<file path="src/design/vrwr_pkg.sv">
// Shared widths, reset values, register indexes and stage records for the vertical random walk.
package vrwr_pkg;

    localparam int DEPTH_W = 32;
    localparam int CFG_W   = 31;
    localparam int RAND_W  = 16;
    localparam int IDX_W   = 2;
    localparam int IN_W    = 96;

    localparam logic [CFG_W-1:0] MIXED_LAYER_RST = 31'd10000000;
    localparam logic [CFG_W-1:0] BOTTOM_RST      = 31'd2147483647;
    localparam logic [CFG_W-1:0] AMP_RST         = 31'd0;

    typedef enum logic [IDX_W-1:0] {
        CFG_MIXED_LAYER_DEPTH = 2'd0,
        CFG_BOTTOM_DEPTH      = 2'd1,
        CFG_MIXED_STEP_AMP    = 2'd2,
        CFG_DEEP_STEP_AMP     = 2'd3
    } t_cfg_idx;

    typedef struct packed {
        logic [CFG_W-1:0] mixed_layer;
        logic [CFG_W-1:0] bottom;
        logic [CFG_W-1:0] amp_mixed;
        logic [CFG_W-1:0] amp_deep;
    } t_cfg;

    typedef struct packed {
        logic        [RAND_W-1:0]  rand_place_column;
        logic        [RAND_W-1:0]  rand_place_layer;
        logic signed [RAND_W-1:0]  rand_deep;
        logic signed [RAND_W-1:0]  rand_mixed;
        logic signed [DEPTH_W-1:0] depth;
    } t_in;

    // Products and decoded conditions after the multiplier stage.
    typedef struct packed {
        logic                      zero_out;
        logic                      in_layer;
        logic                      inf;
        logic signed [DEPTH_W-1:0] z;
        logic        [CFG_W-1:0]   base;
        logic        [CFG_W-1:0]   bottom;
        logic signed [DEPTH_W-1:0] step_mixed;
        logic signed [DEPTH_W-1:0] step_deep;
        logic        [CFG_W-1:0]   place_layer;
        logic        [CFG_W-1:0]   place_column;
    } t_s1;

    // Depth after the layer move and the deep step.
    typedef struct packed {
        logic                      zero_out;
        logic                      inf;
        logic signed [DEPTH_W-1:0] z;
        logic        [CFG_W-1:0]   bottom;
        logic        [CFG_W-1:0]   place_column;
        logic signed [34:0]        total;
    } t_s2;

endpackage

</file>
<file path="src/design/vrwr_layer.sv">
// Layer stage: mixed-layer move with reflection at the base, then the deep step.
module vrwr_layer import vrwr_pkg::*; (
    input  t_s1 i_s1,
    output t_s2 o_s2
);

    logic signed [33:0] w_z;
    logic signed [33:0] w_base;
    logic signed [33:0] w_step;
    logic signed [33:0] w_t;
    logic signed [33:0] w_r;
    logic signed [33:0] w_d1;

    always_comb begin
        w_z    = 34'(i_s1.z);
        w_base = $signed({3'b000, i_s1.base});
        w_step = 34'(i_s1.step_mixed);
        w_t    = w_z + w_step;
        w_r    = (w_base <<< 1) - w_z - w_step;

        if (!i_s1.in_layer) begin
            w_d1 = w_z;
        end else if (w_t > w_base) begin
            // Reflected at the base; a reflection past the surface is placed in the layer.
            w_d1 = (w_r <= 34'sd0) ? $signed({3'b000, i_s1.place_layer}) : w_r;
        end else begin
            w_d1 = w_t;
        end

        o_s2.zero_out     = i_s1.zero_out;
        o_s2.inf          = i_s1.inf;
        o_s2.z            = i_s1.z;
        o_s2.bottom       = i_s1.bottom;
        o_s2.place_column = i_s1.place_column;
        o_s2.total        = 35'(w_d1) + 35'(i_s1.step_deep);
    end

endmodule

</file>
<file path="config.mk">
export PLATFORM = sky130hd
export DESIGN_NAME = vrwr_layer
export DESIGN_NICKNAME = d
export VERILOG_FILES = /design/src/design/vrwr_pkg.sv /design/src/design/vrwr_layer.sv
export SDC_FILE = /design/constraint.sdc
export NUM_CORES = 1
export LEC_CHECK = 0
export ABC_AREA = 1
export ABC_CLOCK_PERIOD_IN_PS = 17950
export BUFFER_PORTS_ARGS = -buffer_cell sky130_fd_sc_hd__buf_4
export CAP_MARGIN = 20
export CORE_UTILIZATION = 55
export DETAILED_ROUTE_END_ITERATION = 6
export PLACE_DENSITY_LB_ADDON = 0.1
export SLEW_MARGIN = 10
export SYNTH_ARGS = -nofsm -noshare
export SYNTH_HDL_FRONTEND = slang
export SYNTH_SLANG_ARGS = --single-unit
</file>
<file path="constraint.sdc">
create_clock -name vclk -period 17.95
set_input_delay 1.795 -clock vclk [all_inputs]
set_output_delay 1.795 -clock vclk [all_outputs]
set_load 0.05 [all_outputs]
</file>
==> results.md <==
- Cell row count: between 40 and 50
- Effective utilization at floorplan: 0.566
- Die ar.: 19,100 µm²
- Vias in the first global route: 10,700
- Final Hold Fails: 0
- Delay-heaviest family, CP: simple AND/OR/NAND/NOR gates
- Sequential cells: 0
- DR top layer: met4
- Layout area overhead: 11.3%
- Tmin final: 11,040 ps
- Hold Path End: o_s2[87]
- Met2 wire length: ~17,000 µm
- Vias: between 10,000 and 15,000
- Max VDD drop: 0.0748 mV
- Startpoint types: primary input
- Io pins: 354
- CP Data Required Time: 16,150 ps
- Core footprint: 18,100 µm²
- CP arrival: 9240 ps
- Buf/Inv on CP: 7
- Layout cells sized above 1: 0.140
- Final period util: 0.615
- CP peak stage delay: 540 ps
- Outcome: finished, violations left
- Final Setup Violations: 0
- Mapped cell area: 10,200 µm²
- Antenna violations before repair: 0
- Lkg Pwr: 0.00683 µW
- Slowest cell on crit path: nand2_2
- Final hold slack: 3590 ps
- Final instance area: 11,400 µm²
- Tot GR Track Use: 0.366
- Hold/Removal Path Class: primary input to primary output
- Cells after synthesis: between 1,500 and 2,000
- Power per cell area: 77.6 nW/µm²
- YS warnings: 0
- Final ANT Viol Nets: 0
- Avg Inst Size Synth: roughly 5.8 µm²
- Hold depth: 0
- Post-DP Area: 11,400 µm²
- Area of the multi-input gates: 8010 µm²
- CTS Hold Bufs: 0
- Final nets: 2,294
- Largest net degree at the start of global routing: 34
- Global-route wire length before repair: 55,400 µm
- Most frequent cells in the layout: nand2_1 (436), inv_1 (365), buf_4 (228)
- Final GP Congestion: 1.04
- FMAX: between 90 and 100 MHz
- Crit-path most repeated cell: nand2_1
- Worst Hold Launch: i_s1[147]
- Failing checks: DRC
- CP Max Fanout: 33
- Syn_nets: 2,181
- Die width: ~140 µm
- Fillers: 1,865
- ANT cells: 0
- Yosys cell types: 48
- RSZ-0062 raised after global routing: false
- Slew @ Worst Pin: ~720 ps
- Most common cell after layout, fill and taps aside: nand2_1
- Chip height: approximately 140 µm
- Setup slack at placement: 7130 ps
- Postcts setup bufs: 0
- Detailed Route Iter0 Violations: between 800 and 900
- Slew Viols, Final: 0
- GR Overflow Total: 0
- Clock buf count: 0
- Seq/Total Area, Yosys: 0
- Max_cap viols: 0
- Port Buffers: 226
- Setup_tns: 0 ps
- Seq. cell area: 0 µm²
- DRT met1 WL: 14,500 µm
- Routed WL: approximately 36,000 µm
- Critical Path End Type: primary output
- Worst Slack Setup Final: 6910 ps
- Tot Pwr: between 800 and 900 µW
- DP HPWL: 32,200 µm
- WS Path Type: primary input to primary output
- Via-to-Cell Ratio: ~5.4
- TritonRoute pass-1 iters: 7
- Routed length per instance: 17.3 µm
- DRC: 51
- DR WL met3: 2740 µm
- Post-CTS Resized: 0
- Rel. slew slack: 0.515
## where the power goes
group	leakage (µW)	switching [µW]	total [µW]	internal, µW
logic	0.00683	596	884	288
clock network	0	0	0	0
registers	0	0	0	0
total	0.00683	596	884	288
## routing by layer
layer | global-route usage | up-vias
met5 | 0 | -
met4 | 0.170 | 0
met3 | 0.0298 | 102
met2 | 0.660 | 562
met1 | 0.441 | 5098
li1 | - | 5682
## cells in the mapped netlist, types with 10 or more instances
master / number / share of area
o21ai_0: 42 / 0.021
nand4_1: 20 / 0.012
ha_1: 163 / 0.20
nand2_1: 436 / 0.16
xnor2_1: 24 / 0.021
a31oi_1: 14 / 0.0086
xor2_1: 39 / 0.033
nand3_1: 122 / 0.060
a21oi_1: 148 / 0.072
buf_4: 102 / 0.075
inv_1: 365 / 0.13
nand3b_1: 10 / 0.0073
a22oi_2: 16 / 0.020
nor2_1: 132 / 0.048
fa_1: 34 / 0.067
## area by class of cell
type,count,share of cell area
Inverter,368,0.121
Tap cell,229,0.0252
Timing Repair Buffer,228,0.150
Multi-Input combinational cell,1276,0.703
## per-stage QoR
step	utilization	cells
after floorplan	-	1761
after global placement	0.629	2101
after detailed placement	0.629	2101
after CTS	0.629	2101
after global routing	0.629	2101
final	0.629	2101
## worst max path at each step
stage | startpoint | end | cells past startpoint
3_3_place_gp | i_s1[96] | o_s2[29] | 39
6_report | i_s1[190] | o_s2[30] | 45
3_5_place_dp | i_s1[96] | o_s2[30] | 45
5_1_grt | i_s1[190] | o_s2[30] | 45
4_1_cts | i_s1[96] | o_s2[30] | 45
2_1_floorplan | i_s1[96] | o_s2[24] | 43
## cell families (layout without fill, tap and decap cells)
kind of cell / count (synthesis) / in the layout / share of synthesized area
XOR/XNOR: 64 / 64 / 0.0555
AO/OA/AOI/OAI: 269 / 269 / 0.158
AND/OR/NAND/NOR: 746 / 746 / 0.303
buffers and inverters: 485 / 596 / 0.217
adder cells (fa/ha/maj): 197 / 197 / 0.266
(Power assumes the default switching activity.)
